**src/rtl/core/assert_macros.svh**
```systemverilog
// Assertion macros shared by the allocator RTL.
// Used by the top level; no other dependencies.
`ifndef ASSERT_MACROS_SVH
`define ASSERT_MACROS_SVH

// Same-cycle implication, disabled while reset is asserted
`define AST_IMPLY(lbl, clk, rst_n, ante, cons) \
    lbl: assert property (@(posedge clk) disable iff (!(rst_n)) (ante) |-> (cons)) \
        else $error("implication check failed");

// Next-cycle implication, disabled while reset is asserted
`define AST_NEXT(lbl, clk, rst_n, ante, cons) \
    lbl: assert property (@(posedge clk) disable iff (!(rst_n)) (ante) |=> (cons)) \
        else $error("next-cycle check failed");

`endif

```
**src/rtl/core/gbba_pkg.sv**
```systemverilog
// Package for the grouped bitmap block allocator: payload structs,
// status and command codes, sequencer states and the walker op struct.
// No dependencies.
`default_nettype none

package gbba_pkg;

    localparam int ID_W  = 14;
    localparam int CFG_W = 5;
    localparam logic [CFG_W-1:0] CFG_RESET = 5'd16;

    // Command codes
    localparam logic CMD_ALLOC = 1'b0;
    localparam logic CMD_FREE  = 1'b1;

    typedef enum logic [1:0] {
        ST_OK        = 2'd0,
        ST_FULL      = 2'd1,
        ST_ZERO_HINT = 2'd2,
        ST_RANGE     = 2'd3
    } t_status;

    typedef struct packed {
        logic            cmd;
        logic            first_alloc;
        logic [ID_W-1:0] hint_block;
        logic [ID_W-1:0] freed_block;
    } t_req;

    typedef struct packed {
        logic [ID_W-1:0] block_id;
        t_status         status;
    } t_rsp;

    typedef enum logic [2:0] {
        S_CLEAR,
        S_IDLE,
        S_LOCATE,
        S_MINSCAN,
        S_HUNT,
        S_WLOAD,
        S_WSCAN
    } t_state;

    // Control to the group walker; restore wins over zero, zero over step
    typedef struct packed {
        logic zero;
        logic step;
        logic mark;
        logic restore;
    } t_walk_op;

endpackage

`default_nettype wire

```
**src/rtl/core/gbba_bitfind.sv**
```systemverilog
// Finds the lowest clear bit of a bitmap word inside a bit window [lo, hi).
// Depends on gbba_pkg.
`default_nettype none

module gbba_bitfind #(
    parameter int WORD_BITS = 32,
    localparam int BW = $clog2(WORD_BITS)
) (
    input  wire [WORD_BITS-1:0] i_word,
    input  wire [BW:0]          i_lo,
    input  wire [BW:0]          i_hi,
    output logic                o_found,
    output logic [BW-1:0]       o_idx
);
    import gbba_pkg::*;

    // Priority pick from the top down so the lowest eligible bit wins
    always_comb begin
        o_found = 1'b0;
        o_idx   = '0;
        for (int i = WORD_BITS - 1; i >= 0; i--) begin
            if (!i_word[i] && ((BW+1)'(i) >= i_lo) && ((BW+1)'(i) < i_hi)) begin
                o_found = 1'b1;
                o_idx   = BW'(i);
            end
        end
    end

endmodule

`default_nettype wire

```
**config.mk**
```make
export PLATFORM = sky130hd
export DESIGN_NAME = gbba_bitfind
export DESIGN_NICKNAME = d
export VERILOG_FILES = /design/src/rtl/core/assert_macros.svh /design/src/rtl/core/gbba_pkg.sv /design/src/rtl/core/gbba_bitfind.sv
export SDC_FILE = /design/constraint.sdc
export NUM_CORES = 1
export LEC_CHECK = 0
export ABC_CLOCK_PERIOD_IN_PS = 2000
export BUFFER_PORTS_ARGS = -buffer_cell sky130_fd_sc_hd__buf_4
export CAP_MARGIN = 20
export CORE_ASPECT_RATIO = 0.9
export CORE_MARGIN = 10
export CORE_UTILIZATION = 40
export DETAILED_ROUTE_END_ITERATION = 10
export GPL_ROUTABILITY_DRIVEN = 0
export GPL_TIMING_DRIVEN = 0
export PLACE_DENSITY = 0.65
export SETUP_SLACK_MARGIN = 0.05
export SYNTH_ARGS = -nofsm -noshare
export SYNTH_HDL_FRONTEND = slang
export SYNTH_SLANG_ARGS = --single-unit
```
**constraint.sdc**
```tcl
create_clock -name vclk -period 2
set_clock_uncertainty 0.2 [all_clocks]
set_input_delay 0.1 -clock vclk [all_inputs]
set_output_delay 0.1 -clock vclk [all_outputs]
set_load 0.05 [all_outputs]
```
==> results of run 1 <==
## cells by family after synthesis
group	share of synthesized area, %
AND/OR/NAND/NOR	24.0
buffers and inverters	10.3
AO/OA/AOI/OAI	65.7
## path summary, 6_finish.rpt
check             startpoint       end  slack, ns  cells after the start
setup / recovery     i_hi[3]  o_idx[3]      -0.31                      8
hold / removal     i_word[4]  o_idx[2]       0.58                      5
## layout make-up
type / instances / area, um2
inverter: 3 / 11.3
buffer: 22 / 209
multi-input combinational: 179 / 1630
tap: 44 / 55.1
fill: 268 / 910
timing repair buffer: 60 / 514
## placed cells by master (no fill, tap or decap), drive strengths merged, types with 2 or more instances in the layout
cell and n:
buf 77, nor2 22, o21ai 21, a21oi 14, nand2 13, o211ai 8
a211o 6, a211oi 6, a31oi 6, a21o 5, a21boi 5, o21a 5
a2111oi 5, a2111o 4, clkbuf 4, nand3 4, a221oi 4, o211a 3
inv 3, a311o 3, o31ai 3, nor4 3, nand2b 3, and3 3
nor3 3, o31a 2, and2 2, nor3b 2, o311ai 2, o2111ai 2
## synthesized netlist by cell type, types with 3 or more instances
| cell type | n |
|---|---|
| a2111o_1 | 4 |
| a221oi_1 | 4 |
| a21oi_1 | 14 |
| and3_1 | 3 |
| buf_6 | 3 |
| o211a_1 | 3 |
| o21a_1 | 5 |
| nand2_1 | 13 |
| a311o_1 | 3 |
| o211ai_1 | 7 |
| a21o_1 | 5 |
| a31oi_1 | 6 |
| nand3_1 | 4 |
| o31ai_1 | 3 |
| a211oi_1 | 5 |
| o21ai_0 | 17 |
| inv_1 | 3 |
| nand2b_1 | 3 |
| a211o_1 | 6 |
| a21boi_0 | 5 |
| o21ai_1 | 4 |
| nor2_1 | 22 |
| buf_2 | 16 |
## critical path, stage by stage
cell and delay (ns):
buf_8 0.10, buf_12 0.13, o41a_1 0.32, o211ai_2 0.27, o2111ai_4 0.23, a311o_1 0.43, a211oi_4 0.25, buf_6 0.19
## per-layer routing
| metal | up-vias | track usage, % | routed length, um |
|---|---|---|---|
| li1 | 958 | - | - |
| met1 | 969 | 26.4 | 2810 |
| met2 | 126 | 33.3 | 2910 |
| met3 | 12 | 4.13 | 629 |
| met4 | 0 | 3.45 | 95 |
| met5 | - | 0 | 0 |
## stage by stage
| step | setup slack, ns | hold WS [ns] |
|---|---|---|
| 6_report | -0.314 | 0.578 |
| 5_1_grt | -0.365 | 0.619 |
| 4_1_cts | -0.324 | 0.608 |
| 3_5_place_dp | -0.446 | 0.638 |
| 3_3_place_gp | -0.495 | 0.637 |
| 2_1_floorplan | -0.187 | 0.385 |
## timing repair
action	CTS	global route
gates resized for setup	40	40
endpoints found under the setup margin	6	6
pin swaps	18	17
cloned	1	0
setup buffers	8	7
## report_power, final
part           internal (mW)  total, mW  switching, mW
Combinational          0.322      0.730          0.408
Clock                      0          0              0
Sequential                 0          0              0
==> impl_results.md, run 1 <==
* Outcome: complete, but fails checks
* Violations in the final reports: negative setup slack
* Crit-path max FO at 5
* Non-filler instance count after layout at 308
* Cells after Synth at 204
* Tightest Hold Check Type: input port to primary output
* Die height at 75.3 um
* Mean routed wirelength per cell at 20.9 um
* Die footprint at 6130 um2
* Post-layout net count at 310
* Total overflow reported by the global router at 0
* Clock period minus final worst setup slack at 2.31 ns
* Largest net degree at the start of global routing at 11
* Portion of synthesized cell area occupied by the leading cell type at 6.26%
* Slew HR at 63.3%
* Gr usage total at 20.1%
* Synthesized area per cell at 6.66 um2
* Share of final-layout standard cells stronger than drive strength 1 at 56.1%
* Distinct cell type count after synthesis at 60
* Maxcap violations at 0
* Number of DRC violations after detailed routing at 0
* Crit end category: primary output
* Type of element launching the critical path: input port
* Hpwl dp at 4.68 mm
* Initial Util at 40.8%
* Aggregate negative setup slack at -1.41 ns
* Core box area at 3330 um2
* Maximum achievable frequency at 432 MHz
* Initial antenna violation count at 0
* Die span in x at 81.4 um
* Wire length after detailed routing at 6.45 mm
* Area of all placed cells without fillers at 2420 um2
* Via Count at 2065
* Sequential fraction of the synthesis area at 0%
* Number of placement rows at 20
* Top cells by area, synth: o21ai_0 6.3%, nor2_1 6.1%, buf_2 5.9%, a21oi_1 5.2%, o211ai_1 3.9%
* Total power per unit cell area at 302 nW/um2
* # port buffers at 44
* Required time at the worst-slack endpoint at 1.70 ns
* Period Utilization, post-route at 116%
* Detailed Route Iter0 Violations at 185
* PnR Total Power at 0.730 mW
* Area delta synth->final at 78.0%
* Crit path kind: input port to primary output
* Setup Viol. Count Final at 6
* Final slew viol count at 0
* Count of inserted antenna diode cells at 0
* Count of sequential standard cells at 0
* DP Cell Count at 292
* Setup repair after global routing missed its margin: yes
* Global-route wire length before repair at 10.1 mm
* Transition time at the pin with the least slew margin at 0.550 ns
* Post-CTS Hold Buffers at 0
* Vias per std cell at 6.70
* Largest vdd supply drop at 0.000209 V
* Final worst slack at -0.314 ns
* Arrival time of data at the critical path endpoint at 2.01 ns
* I/O pin count at 50
* Leakage component of the power at 0.960 nW
* Final-report hold violation count at 0
* Clock tree buffer count of the final layout at 0
* Vias in the first global route at 1976
* Post-placement cell area at 1900 um2
* Post-synthesis instance area at 1360 um2
* Cell type with the largest total area after synthesis: o21ai_0
* Number of detailed-routing iterations run before antenna repair at 5
* Final antenna-violating net count at 0
* Util after Layout at 72.7%
* Post-synthesis net count at 248
* YS warnings at 0
* Register area at 0 um2
Note: power is estimated with default switching activity, not from simulation.
==> inputs of run 2 (changes only) <==
--- a/config.mk
+++ b/config.mk
@@ -10,11 +10,12 @@
 export CAP_MARGIN = 20
 export CORE_ASPECT_RATIO = 0.9
 export CORE_MARGIN = 10
-export CORE_UTILIZATION = 40
+export CORE_UTILIZATION = 53
 export DETAILED_ROUTE_END_ITERATION = 10
 export GPL_ROUTABILITY_DRIVEN = 0
 export GPL_TIMING_DRIVEN = 0
-export PLACE_DENSITY = 0.65
+export MAX_ROUTING_LAYER = met4
+export PLACE_DENSITY = 0.83
 export SETUP_SLACK_MARGIN = 0.05
 export SYNTH_ARGS = -nofsm -noshare
 export SYNTH_HDL_FRONTEND = slang
==> impl_results.md, run 2 <==
* Outcome: did not finish
* Step where the flow halted: global routing (5_1_grt)
* Stop err: [ERROR DPL-0038] Utilization greater than 100%, impossible to legalize
* # port buffers at 44
* Portion of netlist area occupied by mux cells at 0%
* Initial Util at 55.5%
* Post-synthesis instance area at 1360 um2
* DP Cell Count at 276
* Most instantiated library cell after synthesis: nor2_1
* Die span in x at 73.4 um
* Hpwl dp at 4.52 mm
* YS warnings at 0
* Die height at 68.0 um
* Post-Synth Simple-Gate Area at 24.0%
* Post-CTS Hold Buffers at 0
* Largest net degree at the start of global routing at 11
* Sequential fraction of the synthesis area at 0%
* Portion of synthesized cell area occupied by the leading cell type at 6.26%
* Post-synthesis net count at 248
* Dominant combinational cell family by area after synthesis: compound AO/OA/AOI/OAI gates
* Worst endpoint left by the global-route repair_timing run: o_idx[0]
* Cells after Synth at 204
* Adder-cell share of the synthesized area at 0%
* Distinct cell type count after synthesis at 60
* I/O pin count at 50
* Top cells by area, synth: o21ai_0 6.3%, nor2_1 6.1%, buf_2 5.9%, a21oi_1 5.2%, o211ai_1 3.9%
* Synthesized area per cell at 6.66 um2
* Synth Area in Compound Gates at 65.7%
* Cell type with the largest total area after synthesis: o21ai_0
* Synthesized-area fraction occupied by xor and xnor cells at 0%
* Most frequent cells after synthesis: 22 x nor2_1, 17 x o21ai_0, 16 x buf_2, 14 x a21oi_1, 13 x nand2_1
* Kind of the worst endpoint: output port
* Number of placement rows at 17
## run 2: cell counts after synthesis
Identical to the previous run, type by type.
## run 2: metrics by stage
stage / instance area, um2 / setup slack (ns)
detailed placement: 1880 / -0.477
CTS: 2380 / -0.287
global placement: 1880 / -0.444
floorplan: 1510 / -0.187
## run 2: kinds of logic after synthesis
family                 count (synthesis)
buffers and inverters                 25
AO/OA/AOI/OAI                        117
AND/OR/NAND/NOR                       62
## run 2: timing repair
| item | CTS |
|---|---|
| hold endpoints to repair | 0 |
| setup buffers | 15 |
| pin swaps | 32 |
| gates resized for setup | 74 |
| setup endpoints to repair | 6 |
| gates cloned | 1 |
==> inputs of run 3 (changes only) <==
--- a/config.mk
+++ b/config.mk
@@ -8,15 +8,12 @@
 export ABC_CLOCK_PERIOD_IN_PS = 2000
 export BUFFER_PORTS_ARGS = -buffer_cell sky130_fd_sc_hd__buf_4
 export CAP_MARGIN = 20
-export CORE_ASPECT_RATIO = 0.9
-export CORE_MARGIN = 10
-export CORE_UTILIZATION = 53
+export CORE_AREA = 10 10 71 73
 export DETAILED_ROUTE_END_ITERATION = 10
+export DIE_AREA = 0 0 81 83
 export GPL_ROUTABILITY_DRIVEN = 0
 export GPL_TIMING_DRIVEN = 0
-export MAX_ROUTING_LAYER = met4
-export PLACE_DENSITY = 0.83
-export SETUP_SLACK_MARGIN = 0.05
+export PLACE_DENSITY_LB_ADDON = 0.15
 export SYNTH_ARGS = -nofsm -noshare
 export SYNTH_HDL_FRONTEND = slang
 export SYNTH_SLANG_ARGS = --single-unit
==> impl_results.md, run 3 (same netlist as run 1, synthesis figures left out) <==
* Post-placement cell area at 1880 um2
* Largest vdd supply drop at 0.000228 V
* Number of detailed-routing iterations run before antenna repair at 6
* Die span in x at 81 um
* Stage delay of the slowest cell on the critical path at 0.35 ns
* Required time at the worst-slack endpoint at 1.70 ns
* Bufs and invs on worst path at 3
* Hpwl dp at 4.59 mm
* Maxcap violations at 0
* Share of final-layout standard cells stronger than drive strength 1 at 56.8%
* Final antenna-violating net count at 0
* Combinational group share of total power at 100.0%
* Ordered list of cells on the worst path: buf_8 -> buf_12 -> o41a_1 -> o211ai_4 -> o311ai_4 -> a211oi_2 -> o211ai_1 -> a21oi_4 -> buf_8
* Via Count at 2214
* Most common cell after layout, fill and taps aside: buf_4
* Slowest stage cell on the critical path: o41a_1
* Part of the total power dissipated in the clock network at 0%
* Vias in the first global route at 1932
* Wire length after detailed routing at 7.37 mm
* DP Cell Count at 296
* Post-layout net count at 312
* Violations in the final reports: negative setup slack
* Outcome: complete, but fails checks
* Setup Viol. Count Final at 6
* Switching power of the nets at 0.443 mW
* Tightest Hold Check Type: input port to primary output
* Most frequent cell on the critical path: buf_8
* Core box area at 3630 um2
* Initial Util at 37.4%
* Mean routed wirelength per cell at 23.5 um
* Period Utilization, post-route at 117%
* Final-report hold violation count at 0
* Final worst slack at -0.333 ns
* Pint at 0.347 mW
* Crit end category: primary output
* Slew HR at 63.8%
* Gr usage total at 18.0%
* Type of element launching the critical path: input port
* Fill count at 279
* Total overflow reported by the global router at 0
* Number of placement rows at 22
* Arrival time of data at the critical path endpoint at 2.03 ns
* Terminating pin of the worst hold path: o_idx[2]
* Register area at 0 um2
* Vias per std cell at 7.05
* Register share of total power at 0%
* Non-filler instance count after layout at 314
* Number of cells on the worst hold path at 6
* Area delta synth->final at 89.0%
* Count of inserted antenna diode cells at 0
* Global-route wire length before repair at 10.2 mm
* I/O pin count at 50
* Transition time at the pin with the least slew margin at 0.539 ns
* Clock tree buffer count of the final layout at 0
* Crit-path max FO at 5
* Detailed Route Iter0 Violations at 425
* Largest net degree at the start of global routing at 11
* Die height at 83 um
* Initial antenna violation count at 0
* Die footprint at 6720 um2
* Number of DRC violations after detailed routing at 0
* Final slew viol count at 0
* Count of sequential standard cells at 0
* Clock period minus final worst setup slack at 2.33 ns
* Commonest cells after routing, fill and taps aside: 53 x buf_4, 16 x nor2_1, 11 x o21ai_0
* Maximum achievable frequency at 429 MHz
* Total power per unit cell area at 308 nW/um2
* Setup repair after global routing missed its margin: yes
* Worst path top cell family by delay: compound AO/OA/AOI/OAI gates
* Area of all placed cells without fillers at 2570 um2
* Leakage component of the power at 1.00 nW
* Worst setup slack after placement at -0.570 ns
* Crit path kind: input port to primary output
* Total number of cells along the worst setup path at 9
* Source of the worst hold timing path: i_word[4]
* Switching share of power at 56.1%
* # port buffers at 44
run 3: what timing repair did:
item / 4_1_cts / 5_1_grt
endpoints found under the setup margin: 6 / 6
gates resized for setup: 66 / 42
setup buffers: 7 / 9
pin swaps: 25 / 16
gates cloned: 1 / 1
hold buffers: 0 / 0
run 3: layer usage:
metal	vias up	wire [um]	GRT usage, %
met2	205	3480	29.7
met4	0	305	1.56
li1	960	-	-
met1	1011	2650	24.1
met5	-	0	0
met3	38	929	3.23
run 3: layout make-up:
cell class	instances	area (um2)	share of cell area, %
timing repair buffer	62	564	22.0
inverter	3	11.3	0.438
tap	48	60.1	2.34
buffer	22	215	8.38
multi-input combinational	179	1720	66.9
run 3: tightest hold or removal path, cell delays in order:
cell	delay, ns
buf_4	0.09
a2111oi_4	0.04
nor2_2	0.15
buf_4	0.15
a31oi_4	0.07
buf_6	0.14
run 3: worst max-delay path by stage:
stage	start	to	slack (ns)
3_5_place_dp	i_hi[3]	o_idx[0]	-0.57
3_3_place_gp	i_hi[3]	o_idx[0]	-0.58
2_1_floorplan	i_hi[3]	o_idx[3]	-0.19
6_report	i_hi[3]	o_idx[0]	-0.33
5_1_grt	i_lo[2]	o_idx[0]	-0.37
4_1_cts	i_hi[3]	o_idx[0]	-0.30
run 3: power groups by stage:
| stage | clock network [mW] | registers [mW] | logic (mW) |
|---|---|---|---|
| final | 0 | 0 | 0.790 |
| after global routing | 0 | 0 | 0.825 |
| after CTS | 0 | 0 | 0.688 |
| after detailed placement | 0 | 0 | 0.570 |
| after global placement | 0 | 0 | 0.572 |
| after floorplan | 0 | 0 | 0.400 |
run 3: metrics by stage:
| stage | util, % | total power, mW | hold WS, ns | setup TNS, ns |
|---|---|---|---|---|
| floorplan | - | 0.400 | 0.385 | -0.487 |
| global placement | 51.7 | 0.572 | 0.636 | -2.54 |
| detailed placement | 51.7 | 0.570 | 0.635 | -2.47 |
| CTS | 62.7 | 0.688 | 0.604 | -1.18 |
| global route | 70.7 | 0.825 | 0.679 | -1.78 |
| finish | 70.7 | 0.790 | 0.645 | -1.41 |
