[config.mk]
export PLATFORM = sky130hd
export DESIGN_NAME = gbba_walk
export DESIGN_NICKNAME = d
export VERILOG_FILES = /design/src/rtl/core/assert_macros.svh /design/src/rtl/core/gbba_pkg.sv /design/src/rtl/core/gbba_walk.sv
export SDC_FILE = /design/constraint.sdc
export NUM_CORES = 1
export LEC_CHECK = 0
export BUFFER_PORTS_ARGS = -buffer_cell sky130_fd_sc_hd__buf_4
export CORE_MARGIN = 4
export CORE_UTILIZATION = 35
export DETAILED_ROUTE_END_ITERATION = 10
export PLACE_DENSITY_LB_ADDON = 0.25
export SLEW_MARGIN = 10
export SYNTH_ARGS = -nofsm -noshare
export SYNTH_HDL_FRONTEND = slang
export SYNTH_SLANG_ARGS = --single-unit
[constraint.sdc]
create_clock -name i_clk -period 1.6 [get_ports i_clk]
set_clock_uncertainty 0.2 [all_clocks]
set_input_delay 0.32 -clock i_clk [delete_from_list [all_inputs] [get_ports i_clk]]
set_output_delay 0.32 -clock i_clk [all_outputs]
set_load 0.005 [all_outputs]
[src/rtl/core/assert_macros.svh]
// Assertion macros shared by the allocator RTL.
// Used by the top level; no other dependencies.
`ifndef ASSERT_MACROS_SVH
`define ASSERT_MACROS_SVH

// Same-cycle implication, disabled while reset is asserted
`define AST_IMPLY(lbl, clk, rst_n, ante, cons) \
    lbl: assert property (@(posedge clk) disable iff (!(rst_n)) (ante) |-> (cons)) \
        else $error("implication check failed");

// Next-cycle implication, disabled while reset is asserted
`define AST_NEXT(lbl, clk, rst_n, ante, cons) \
    lbl: assert property (@(posedge clk) disable iff (!(rst_n)) (ante) |=> (cons)) \
        else $error("next-cycle check failed");

`endif

[src/rtl/core/gbba_pkg.sv]
// Package for the grouped bitmap block allocator: payload structs,
// status and command codes, sequencer states and the walker op struct.
// No dependencies.
`default_nettype none

package gbba_pkg;

    localparam int ID_W  = 14;
    localparam int CFG_W = 5;
    localparam logic [CFG_W-1:0] CFG_RESET = 5'd16;

    // Command codes
    localparam logic CMD_ALLOC = 1'b0;
    localparam logic CMD_FREE  = 1'b1;

    typedef enum logic [1:0] {
        ST_OK        = 2'd0,
        ST_FULL      = 2'd1,
        ST_ZERO_HINT = 2'd2,
        ST_RANGE     = 2'd3
    } t_status;

    typedef struct packed {
        logic            cmd;
        logic            first_alloc;
        logic [ID_W-1:0] hint_block;
        logic [ID_W-1:0] freed_block;
    } t_req;

    typedef struct packed {
        logic [ID_W-1:0] block_id;
        t_status         status;
    } t_rsp;

    typedef enum logic [2:0] {
        S_CLEAR,
        S_IDLE,
        S_LOCATE,
        S_MINSCAN,
        S_HUNT,
        S_WLOAD,
        S_WSCAN
    } t_state;

    // Control to the group walker; restore wins over zero, zero over step
    typedef struct packed {
        logic zero;
        logic step;
        logic mark;
        logic restore;
    } t_walk_op;

endpackage

`default_nettype wire

[src/rtl/core/gbba_walk.sv]
// Group walker: tracks group index, group start bit address, and the word
// index/offset of that start, advancing one group per step.
// Depends on gbba_pkg.
`default_nettype none

module gbba_walk #(
    parameter int GROUPS           = 16,
    parameter int BLOCKS_PER_GROUP = 1024,
    parameter int WORD_BITS        = 32,
    localparam int TW   = (GROUPS * BLOCKS_PER_GROUP + WORD_BITS - 1) / WORD_BITS,
    localparam int GCW  = $clog2(GROUPS + 1),
    localparam int AW   = $clog2(GROUPS * BLOCKS_PER_GROUP + 1),
    localparam int WAW  = (TW > 1) ? $clog2(TW) : 1,
    localparam int BW   = $clog2(WORD_BITS)
) (
    input  wire                 i_clk,
    input  gbba_pkg::t_walk_op  i_op,
    output logic [GCW-1:0]      o_g,
    output logic [GCW-1:0]      o_g_nxt,
    output logic [AW-1:0]       o_base,
    output logic [WAW-1:0]      o_wbase,
    output logic [BW-1:0]       o_rem
);
    import gbba_pkg::*;

    localparam int WSTEP = BLOCKS_PER_GROUP / WORD_BITS;
    localparam int RSTEP = BLOCKS_PER_GROUP % WORD_BITS;

    logic [GCW-1:0] r_g,     n_g,     r_mg;
    logic [AW-1:0]  r_base,  n_base,  r_mbase;
    logic [WAW-1:0] r_wbase, n_wbase, r_mwbase;
    logic [BW-1:0]  r_rem,   n_rem,   r_mrem;
    logic [BW:0]    rsum;
    logic           carry;

    // Next position
    always_comb begin
        rsum  = (BW+1)'(r_rem) + (BW+1)'(RSTEP);
        carry = (rsum >= (BW+1)'(WORD_BITS));
        n_g     = r_g;
        n_base  = r_base;
        n_wbase = r_wbase;
        n_rem   = r_rem;
        if (i_op.restore) begin
            n_g     = r_mg;
            n_base  = r_mbase;
            n_wbase = r_mwbase;
            n_rem   = r_mrem;
        end else if (i_op.zero) begin
            n_g     = '0;
            n_base  = '0;
            n_wbase = '0;
            n_rem   = '0;
        end else if (i_op.step) begin
            n_g     = r_g + GCW'(1);
            n_base  = r_base + AW'(BLOCKS_PER_GROUP);
            n_wbase = r_wbase + WAW'(WSTEP) + WAW'(carry);
            n_rem   = carry ? BW'(rsum - (BW+1)'(WORD_BITS)) : BW'(rsum);
        end
    end

    // Position and saved mark
    always_ff @(posedge i_clk) begin
        r_g     <= n_g;
        r_base  <= n_base;
        r_wbase <= n_wbase;
        r_rem   <= n_rem;
        if (i_op.mark) begin
            r_mg     <= r_g;
            r_mbase  <= r_base;
            r_mwbase <= r_wbase;
            r_mrem   <= r_rem;
        end
    end

    assign o_g     = r_g;
    assign o_g_nxt = n_g;
    assign o_base  = r_base;
    assign o_wbase = r_wbase;
    assign o_rem   = r_rem;

endmodule

`default_nettype wire

==> metrics.yaml, run 1 <==
run_status: "finished with violations"
violations: "setup timing"
cp_max_fo: 4
io-pin-count: 44
drtPass1Iterations: 4
wirelength_um: 4275
hpwl_um: 2618
drive_above_1_share: 0.4010
critPathCapture: "o_g_nxt[3]"
drv_slew: 0
rsz0062_at_grt: "yes"
grt_pass1_vias: 1316
dpl_cell_area_um2: 2978
syn_nets: 152
synth_edf_count: 63
crit_family: "flip-flops"
grt_max_degree: 35
cts-root-buf: "clkbuf_8"
postRouteAntennaNets: 0
cp-startpoint: "o_g[1]"
r2r-start: "o_base[11]"
syn-instance-count: 144
wl_per_cell_um: 14.11
slowest_delay_ps: 350
cts_tree: "built"
drtIter0Drc: 41
seq_area_um2: 1996
gp_congestion: 0.7100
placed_cells: 286
h-tree-depth: 3
maxSlewHeadroom: 0.7250
grt_pass1_wl_um: 6900
netlist-cell-type-count: 20
period_share: 1.163
power_density_nw_per_um2: 1236
period_minus_slack_ps: 1860
synthTopCellsByCount: "edfxtp_1 (63), and2_1 (20), nand2_1 (15)"
fp.dieW_um: 92.41
cts_buffer_depth: 2
rrSetupSlack_ps: 170
synth_top_area_share: 0.7587
layout_setup_ws_ps: -260.0
required_ps: 1080
syn-cell-area_um2: 2494
numCtsBuffers: 9
clk_latency_ps: 340
worstPathArrival_ps: 1340
antenna_found_initial: 0
crit_top_cell: "buf_4"
fmax_ghz: 0.5376
dr_total_vias: 1307
end_kind: "output port"
setup_viol: 5
start_util: 0.3630
rows: 30
num-nets-final: 210
cts_hold_buf: 0
cp_cell_sequence: "buf_4, nand4_1, xor2_1, o21ai_2, buf_4"
path_depth: 5
synth_flop_cell: "edfxtp_1"
syn_area_per_cell_um2: 17.32
remaining_drc_errors: 0
diodes: 0
ir_drop_mv: 0.5887
reg2reg_depth: 4
core_area_um2: 6869
die-area_um2: 8539
start_kind: "flop"
grtUsageTotal: 0.1079
p_leak_nw: 1.259
drv_cap: 0
synth_seq_cells: 68
worst_pin_slew_ps: 412.6
multiInputGateArea_um2: 479.2
yosysSeqAreaShare: 0.7988
die_h_um: 92.41
yosys.area.top_type: "edfxtp_1"
vias_per_cell: 4.314
post_layout_nonfiller_instances: 303
globalRouteOverflowTotal: 0
final_area_um2: 3201
path_class: "flop to output port"
postSynth.asyncResetShare: 0
port_buffers: 43
crit_slowest_cell: "dfxtp_2"
yosysWarnings: 0
synthTopCellsByArea: "edfxtp_1 (76%), and2_1 (5.0%), dfxtp_1 (4.0%)"
finalPower_w: 0.003955
area_delta_synth_final_pct: 28.35
synth.most_common_cell: "edfxtp_1"
hold_viol: 0
r2r_end: "o_base[14]"
path_buf_inv: 2
fillCellCount: 626
clkSinkCount: 68
path_clk_slew_ps: 80
min_path_type: "input pin to flop"
registers in the layout (all words and copies together), names as in the netlist:
| name | flops |
|---|---|
| o_base | 15 |
| r_mrem | 5 |
| r_mwbase | 9 |
| r_mg | 5 |
| o_wbase | 9 |
| o_g | 5 |
| r_mbase | 15 |
| o_rem | 5 |
placed cells by master, fill, tap and decap left out:
master | synthesis | routed
ha_1 | 3 | 2
inv_1 | 1 | 1
buf_6 | 1 | 2
mux2i_1 | 1 | 1
dfxtp_1 | 5 | 2
dfxtp_2 | 0 | 3
nand2_1 | 15 | 15
and2_1 | 20 | 20
edfxtp_1 | 63 | 63
nand4_1 | 2 | 2
bufinv_16 | 0 | 1
xor2_1 | 6 | 6
o31ai_1 | 1 | 1
o21ai_2 | 10 | 10
o21ai_0 | 3 | 3
clkinv_4 | 0 | 2
buf_4 | 0 | 49
nand3_1 | 3 | 3
nand2b_1 | 1 | 1
clkinv_2 | 0 | 4
buf_12 | 0 | 1
clkbuf_8 | 0 | 9
or2_4 | 1 | 1
or3_1 | 1 | 1
ha_4 | 0 | 1
xnor2_1 | 3 | 3
worst min-delay path by stage:
stage / slack (ps) / from / cells after the start / endpoint
final: 100 / i_op[3] / 2 / o_wbase[5]
after global routing: 80 / i_op[3] / 2 / o_wbase[5]
after CTS: 80 / i_op[3] / 2 / o_wbase[5]
after detailed placement: 240 / o_base[5] / 0 / r_mbase[5]
after global placement: 230 / o_base[4] / 0 / r_mbase[4]
after floorplan: 230 / i_op[1] / 0 / r_mbase[0]
layer usage:
| metal | GRT usage | routed length (µm) |
|---|---|---|
| met4 | 0.03342 | 53 |
| met5 | 0 | 0 |
| met2 | 0.1462 | 1808 |
| met1 | 0.1483 | 2125 |
| met3 | 0.05686 | 287 |
per-stage QoR:
step                utilization  hold slack [ps]  setup WS, ps  setup TNS (ps)
floorplan                     -            232.5         123.0               0
global placement         0.4335            234.6         42.55               0
detailed placement       0.4335            238.1         41.54               0
finish                   0.4659            103.5        -260.0          -981.1
CTS                      0.4636            77.23        -322.2           -1295
global route             0.4659            82.46        -354.6           -1421
layout make-up:
class / count / area share
sequential: 68 / 0.6235
clock inverter: 7 / 0.02111
tap: 96 / 0.03753
timing repair buffer: 52 / 0.1282
multi-input combinational: 70 / 0.1497
inverter: 1 / 0.001173
clock buffer: 9 / 0.03870
cells by family after synthesis:
group | synth area share
flops | 0.7988
compound gates | 0.04415
fa+ha+maj | 0.01505
xor+xnor | 0.03161
mux | 0.004014
simple gates | 0.09232
buf+inv | 0.01404
power breakdown:
part           internal (W)  switching [W]  total [W]
combinational      0.000207       0.000165   0.000373
sequential          0.00213      0.0000857    0.00221
clock              0.000714       0.000656    0.00137
total               0.00305       0.000907    0.00396
timing repair:
item	CTS	global route
setup endpoints to repair	5	6
cloned	0	0
gates resized for setup	4	3
buffers inserted	0	1
pin swaps	8	7
Note: power is estimated with default switching activity, not from simulation.
==> run 2, diff against run 1 <==
--- a/config.mk
+++ b/config.mk
@@ -7,7 +7,7 @@
 export LEC_CHECK = 0
 export BUFFER_PORTS_ARGS = -buffer_cell sky130_fd_sc_hd__buf_4
 export CORE_MARGIN = 4
-export CORE_UTILIZATION = 35
+export CORE_UTILIZATION = 50
 export DETAILED_ROUTE_END_ITERATION = 10
 export PLACE_DENSITY_LB_ADDON = 0.25
 export SLEW_MARGIN = 10
==> metrics.yaml, run 2 (synthesis results as in run 1) <==
layout_setup_ws_ps: -276.0  # was -260.0 ps
r2r-start: "o_base[11]"  # unchanged
period_minus_slack_ps: 1876  # was 1860 ps
drv_slew: 0  # unchanged
die-area_um2: 6181  # was 8539 µm²
final_area_um2: 3156  # was 3201 µm²
path_class: "flop to output port"  # unchanged
remaining_drc_errors: 0  # unchanged
die_h_um: 78.62  # was 92.41 µm
hpwl_um: 2806  # was 2618 µm
fp.dieW_um: 78.62  # was 92.41 µm
clk_latency_ps: 340  # about the same
reg2reg_depth: 4  # unchanged
numCtsBuffers: 9  # unchanged
hold_viol: 0  # unchanged
antenna_found_initial: 0  # unchanged
port_buffers: 43  # unchanged
diodes: 0  # unchanged
holdWs_ps: 92.74  # was 103.5 ps
hold-path-cell-count: 2  # unchanged
rows: 25  # was 30
switchingPower_w: 0.0008570  # was 0.0009071 W
start_kind: "flop"  # unchanged
drive_above_1_share: 0.3961  # was 0.4010
cts-root-buf: "clkbuf_8"  # unchanged
drtPass1Iterations: 4  # unchanged
h-tree-depth: 3  # unchanged
busiest_layer: "met2"  # was met1
final_cell_mix: "edfxtp_1 (63), buf_4 (50), and2_1 (20)"  # was edfxtp_1 (63), buf_4 (49), and2_1 (20)
p_clk_frac: 0.338  # was 0.346
wl_per_cell_um: 16.38  # was 14.11 µm
wirelength_um: 4489  # was 4275 µm
setup_viol: 5  # unchanged
r2r_end: "o_base[14]"  # unchanged
drv_cap: 0  # unchanged
worstPathArrival_ps: 1360  # was 1340 ps
rsz0062_at_grt: "yes"  # unchanged
seqPwrFrac: 0.566  # was 0.559
worst_pin_slew_ps: 457.1  # was 412.6 ps
placed_cells: 256  # was 286
num-nets-final: 210  # unchanged
power_density_nw_per_um2: 1244  # was 1236 nW/µm²
crit_slowest_cell: "dfxtp_2"  # unchanged
p_int_w: 0.003069  # was 0.003048 W
cts_tree: "built"  # unchanged
grtUsageTotal: 0.1643  # was 0.1079
end_kind: "output port"  # unchanged
clkSinkCount: 68  # unchanged
maxSlewHeadroom: 0.6952  # was 0.7250
final_common_cell: "edfxtp_1"  # unchanged
cts_buffer_depth: 2  # unchanged
cp_max_fo: 2  # was 4
vias_per_cell: 4.956  # was 4.314
grt_pass1_vias: 1390  # was 1,316
fmax_ghz: 0.5331  # was 0.5376 GHz
cp_cell_sequence: "ha_4, nand4_1, xor2_1, o21ai_2, buf_4"  # was buf_4, nand4_1, xor2_1, o21ai_2, buf_4
pwr-share-comb: 0.097  # was 0.094
run_status: "finished with violations"  # unchanged
p_sw_frac: 0.2183  # was 0.2293
postRouteAntennaNets: 0  # unchanged
grt_max_degree: 35  # unchanged
gp_congestion: 0.8181  # was 0.7100
io-pin-count: 44  # unchanged
globalRouteOverflowTotal: 0  # unchanged
slowest_delay_ps: 360  # was 350 ps
path_clk_slew_ps: 70  # was 80 ps
min_to: "o_wbase[5]"  # unchanged
dpl_cell_area_um2: 2922  # was 2978 µm²
dr_total_vias: 1358  # was 1,307
min_path_type: "input pin to flop"  # unchanged
start_util: 0.5210  # was 0.3630
met3_usage: 0.06651  # was 0.05686
period_share: 1.172  # was 1.163
core_area_um2: 4786  # was 6869 µm²
required_ps: 1080  # about the same
met2_usage: 0.2317  # was 0.1462
hold_path.startpoint: "i_op[3]"  # unchanged
grt_pass1_wl_um: 7410  # was 6900 µm
finalSetupTns_ps: -1131  # was -981.1 ps
violations: "setup timing"  # unchanged
gr-usage-met1: 0.2159  # was 0.1483
drtIter0Drc: 97  # was 41
ir_drop_mv: 0.7336  # was 0.5887 mV
rrSetupSlack_ps: 110  # was 170 ps
cts_hold_buf: 0  # unchanged
post-route-util: 0.6593  # was 0.4659
area_delta_synth_final_pct: 26.54  # was 28.35%
post_layout_nonfiller_instances: 274  # was 303
p_leak_nw: 1.249  # was 1.259 nW
## run 2: timing repair
action	CTS	global route
cloned	0	0
pin swaps	6	3
setup endpoints to repair	5	6
resized for setup	5	3
buffers inserted	0	2
## run 2: worst max path at each step
stage	start	to	slack (ps)	cells past startpoint
final	o_g[1]	o_g_nxt[4]	-280	5
after global routing	o_g[1]	o_g_nxt[4]	-350	5
after CTS	o_g[1]	o_g_nxt[4]	-330	5
after detailed placement	i_op[0]	o_wbase[8]	4	4
after global placement	i_op[0]	o_g_nxt[2]	50	5
after floorplan	o_g[0]	o_g_nxt[4]	120	4
## run 2: critical path, delay by kind of cell, from the launching register on
kind / cells / cell delay [ps]
buffers and inverters: 1 / 130
adder cells (fa/ha/maj): 1 / 140
flip-flops: 1 / 360
AND/OR/NAND/NOR: 1 / 90
AO/OA/AOI/OAI: 1 / 130
XOR/XNOR: 1 / 170
## run 2: cell type report
cell class,instances,area (µm²)
tap,67,83.83
multi-input combinational,70,483.0
sequential,68,1996
fill,337,1630
clock inverter,1,5.005
clock buffer,15,186.4
inverter,1,3.754
timing repair buffer,52,397.9
## run 2: power by group through the flow
stage	logic [W]	registers (W)	clock network (W)
2_1_floorplan	0.000137	0.00224	0
3_3_place_gp	0.000356	0.00224	0
4_1_cts	0.000376	0.00222	0.00137
3_5_place_dp	0.000367	0.00225	0
6_report	0.000379	0.00222	0.00133
5_1_grt	0.000417	0.00224	0.00146
## run 2: routing by layer
layer	share of wire	routed length, µm
met5	0	0
met4	0.022	101
met3	0.063	285
met2	0.47	2101
met1	0.45	2001
## run 2: metrics by stage
| stage | total power [W] | worst slack [ps] |
|---|---|---|
| after global placement | 0.002601 | 52.08 |
| after global routing | 0.004114 | -353.1 |
| after floorplan | 0.002378 | 123.0 |
| after detailed placement | 0.002620 | 4.304 |
| final | 0.003926 | -276.0 |
| after CTS | 0.003968 | -329.4 |
==> run 3, diff against run 2 <==
--- a/config.mk
+++ b/config.mk
@@ -10,6 +10,7 @@
 export CORE_UTILIZATION = 50
 export DETAILED_ROUTE_END_ITERATION = 10
 export PLACE_DENSITY_LB_ADDON = 0.25
+export RECOVER_POWER = 100
 export SLEW_MARGIN = 10
 export SYNTH_ARGS = -nofsm -noshare
 export SYNTH_HDL_FRONTEND = slang
==> metrics.yaml, run 3 (synthesis results as in run 1) <==
fp.dieW_um: 78.62  # unchanged
path_class: "flop to output port"  # unchanged
cp_max_fo: 2  # unchanged
remaining_drc_errors: 0  # unchanged
worst_pin_slew_ps: 890.0  # was 457.1 ps
drtPass1Iterations: 4  # unchanged
setup_viol: 5  # unchanged
wirelength_um: 4461  # was 4489 µm
hpwl_um: 2806  # unchanged
slowest_delay_ps: 360  # about the same
drtIter0Drc: 108  # was 97
rsz0062_at_grt: "yes"  # unchanged
period_share: 1.170  # was 1.172
busiest_layer: "met2"  # unchanged
critPathCapture: "o_g_nxt[4]"  # unchanged
cts-root-buf: "clkbuf_8"  # unchanged
die-area_um2: 6181  # unchanged
period_minus_slack_ps: 1872  # was 1876 ps
power_density_nw_per_um2: 1253  # was 1244 nW/µm²
cp-startpoint: "o_g[1]"  # unchanged
min_path_type: "input pin to flop"  # unchanged
seqPwrFrac: 0.570  # was 0.566
diodes: 0  # unchanged
finalPower_w: 0.003896  # was 0.003926 W
cts_tree: "built"  # unchanged
wl_per_cell_um: 16.28  # was 16.38 µm
grt_pass1_vias: 1390  # unchanged
fmax_ghz: 0.5343  # was 0.5331 GHz
final_cell_mix: "edfxtp_1 (63), clkbuf_4 (29), buf_4 (16)"  # was edfxtp_1 (63), buf_4 (50), and2_1 (20)
grt_pass1_wl_um: 7410  # unchanged
p_leak_nw: 1.207  # was 1.249 nW
final_area_um2: 3109  # was 3156 µm²
drv_cap: 0  # unchanged
port_buffers: 43  # unchanged
pwr-share-comb: 0.088  # was 0.097
io-pin-count: 44  # unchanged
p_clk_frac: 0.342  # was 0.338
p_sw_frac: 0.2184  # was 0.2183
pre_cts_slack_ps: 4.304  # unchanged
start_kind: "flop"  # unchanged
hold_viol: 0  # unchanged
hold_path.startpoint: "i_op[3]"  # unchanged
violations: "setup timing"  # unchanged
final_common_cell: "edfxtp_1"  # unchanged
numCtsBuffers: 9  # unchanged
worstPathArrival_ps: 1350  # was 1360 ps
crit_slowest_cell: "dfxtp_2"  # unchanged
postRouteAntennaNets: 0  # unchanged
dr_total_vias: 1358  # unchanged
met3_usage: 0.06651  # unchanged
ir_drop_mv: 0.7237  # was 0.7336 mV
required_ps: 1080  # about the same
drive_above_1_share: 0.3478  # was 0.3961
die_h_um: 78.62  # unchanged
cts_buffer_depth: 2  # unchanged
num-nets-final: 210  # unchanged
h-tree-depth: 3  # unchanged
rows: 25  # unchanged
reg2reg_depth: 4  # unchanged
antenna_found_initial: 0  # unchanged
core_area_um2: 4786  # unchanged
start_util: 0.5210  # unchanged
end_kind: "output port"  # unchanged
run_status: "finished with violations"  # unchanged
vias_per_cell: 4.956  # unchanged
clkSinkCount: 68  # unchanged
gp_congestion: 0.8181  # unchanged
layout_setup_ws_ps: -271.6  # was -276.0 ps
met2_usage: 0.2317  # unchanged
r2r_end: "o_base[14]"  # unchanged
maxSlewHeadroom: 0.4066  # was 0.6952
gr-usage-met1: 0.2159  # unchanged
p_int_w: 0.003045  # was 0.003069 W
cp_cell_sequence: "ha_4, nand4_1, xor2_1, o21ai_2, buf_4"  # unchanged
rrSetupSlack_ps: 100  # was 110 ps
grt_max_degree: 35  # unchanged
switchingPower_w: 0.0008510  # was 0.0008570 W
path_clk_slew_ps: 70  # about the same
globalRouteOverflowTotal: 0  # unchanged
area_delta_synth_final_pct: 24.69  # was 26.54%
fillCellCount: 352  # was 337
cts_hold_buf: 0  # unchanged
clk_latency_ps: 340  # about the same
r2r-start: "o_base[11]"  # unchanged
dpl_cell_area_um2: 2922  # unchanged
grtUsageTotal: 0.1643  # unchanged
drv_slew: 0  # unchanged
-- run 3: changes by cell type in the layout (fill, tap and decap cells not counted), sizes merged --
cell	before	now
clkbuf	15	50
buf	52	17
-- run 3: how the worst min path moves through the flow --
stage | end | slack [ps] | cells after the start
floorplan | r_mbase[0] | 230 | 0
CTS | o_wbase[5] | 70 | 2
detailed placement | r_mbase[4] | 240 | 0
global route | o_wbase[5] | 70 | 2
finish | o_wbase[5] | 90 | 2
global placement | r_mbase[4] | 230 | 0
-- run 3: what timing repair did --
| item | in CTS | in global routing |
|---|---|---|
| setup buffers | 0 | 2 |
| endpoints found under the hold margin | 0 | 0 |
| resized for setup | 5 | 3 |
| setup endpoints to repair | 5 | 6 |
| pin swaps | 6 | 3 |
-- run 3: worst max-delay path: cells and delay by family, from the launching register on --
family          cells  cell delay (ps)
flops               1              360
compound gates      1              130
simple gates        1               90
fa+ha+maj           1              140
buf+inv             1              130
xor+xnor            1              170
-- run 3: area by class of cell --
class | count | area, µm² | area share
Clock buffer | 15 | 186.4 | 0.05996
Clock inverter | 1 | 5.005 | 0.001610
Inverter | 1 | 3.754 | 0.001207
Multi-Input combinational cell | 70 | 460.4 | 0.1481
Sequential cell | 68 | 1996 | 0.6419
Tap cell | 67 | 83.83 | 0.02696
Timing Repair Buffer | 52 | 374.1 | 0.1203
-- run 3: layer usage --
metal	vias to the layer above	share of wire
met4	0	0.023
met3	9	0.057
li1	637	-
met2	40	0.47
met5	-	0
met1	672	0.45
-- run 3: power by group through the flow --
stage                     combinational (W)  clock [W]  sequential, W
after floorplan                    0.000137          0        0.00224
after global placement             0.000356          0        0.00224
after detailed placement           0.000367          0        0.00225
after CTS                          0.000376    0.00137        0.00222
after global routing               0.000381    0.00146        0.00224
final                              0.000344    0.00133        0.00222
-- run 3: metrics by stage --
stage	hold WS (ps)	setup TNS, ps	cells	utilization
3_3_place_gp	234.8	0	256	0.6105
3_5_place_dp	239.2	0	256	0.6105
6_report	90.47	-1253	274	0.6497
5_1_grt	65.98	-1689	274	0.6497
2_1_floorplan	232.5	0	144	-
4_1_cts	71.91	-1333	272	0.6544
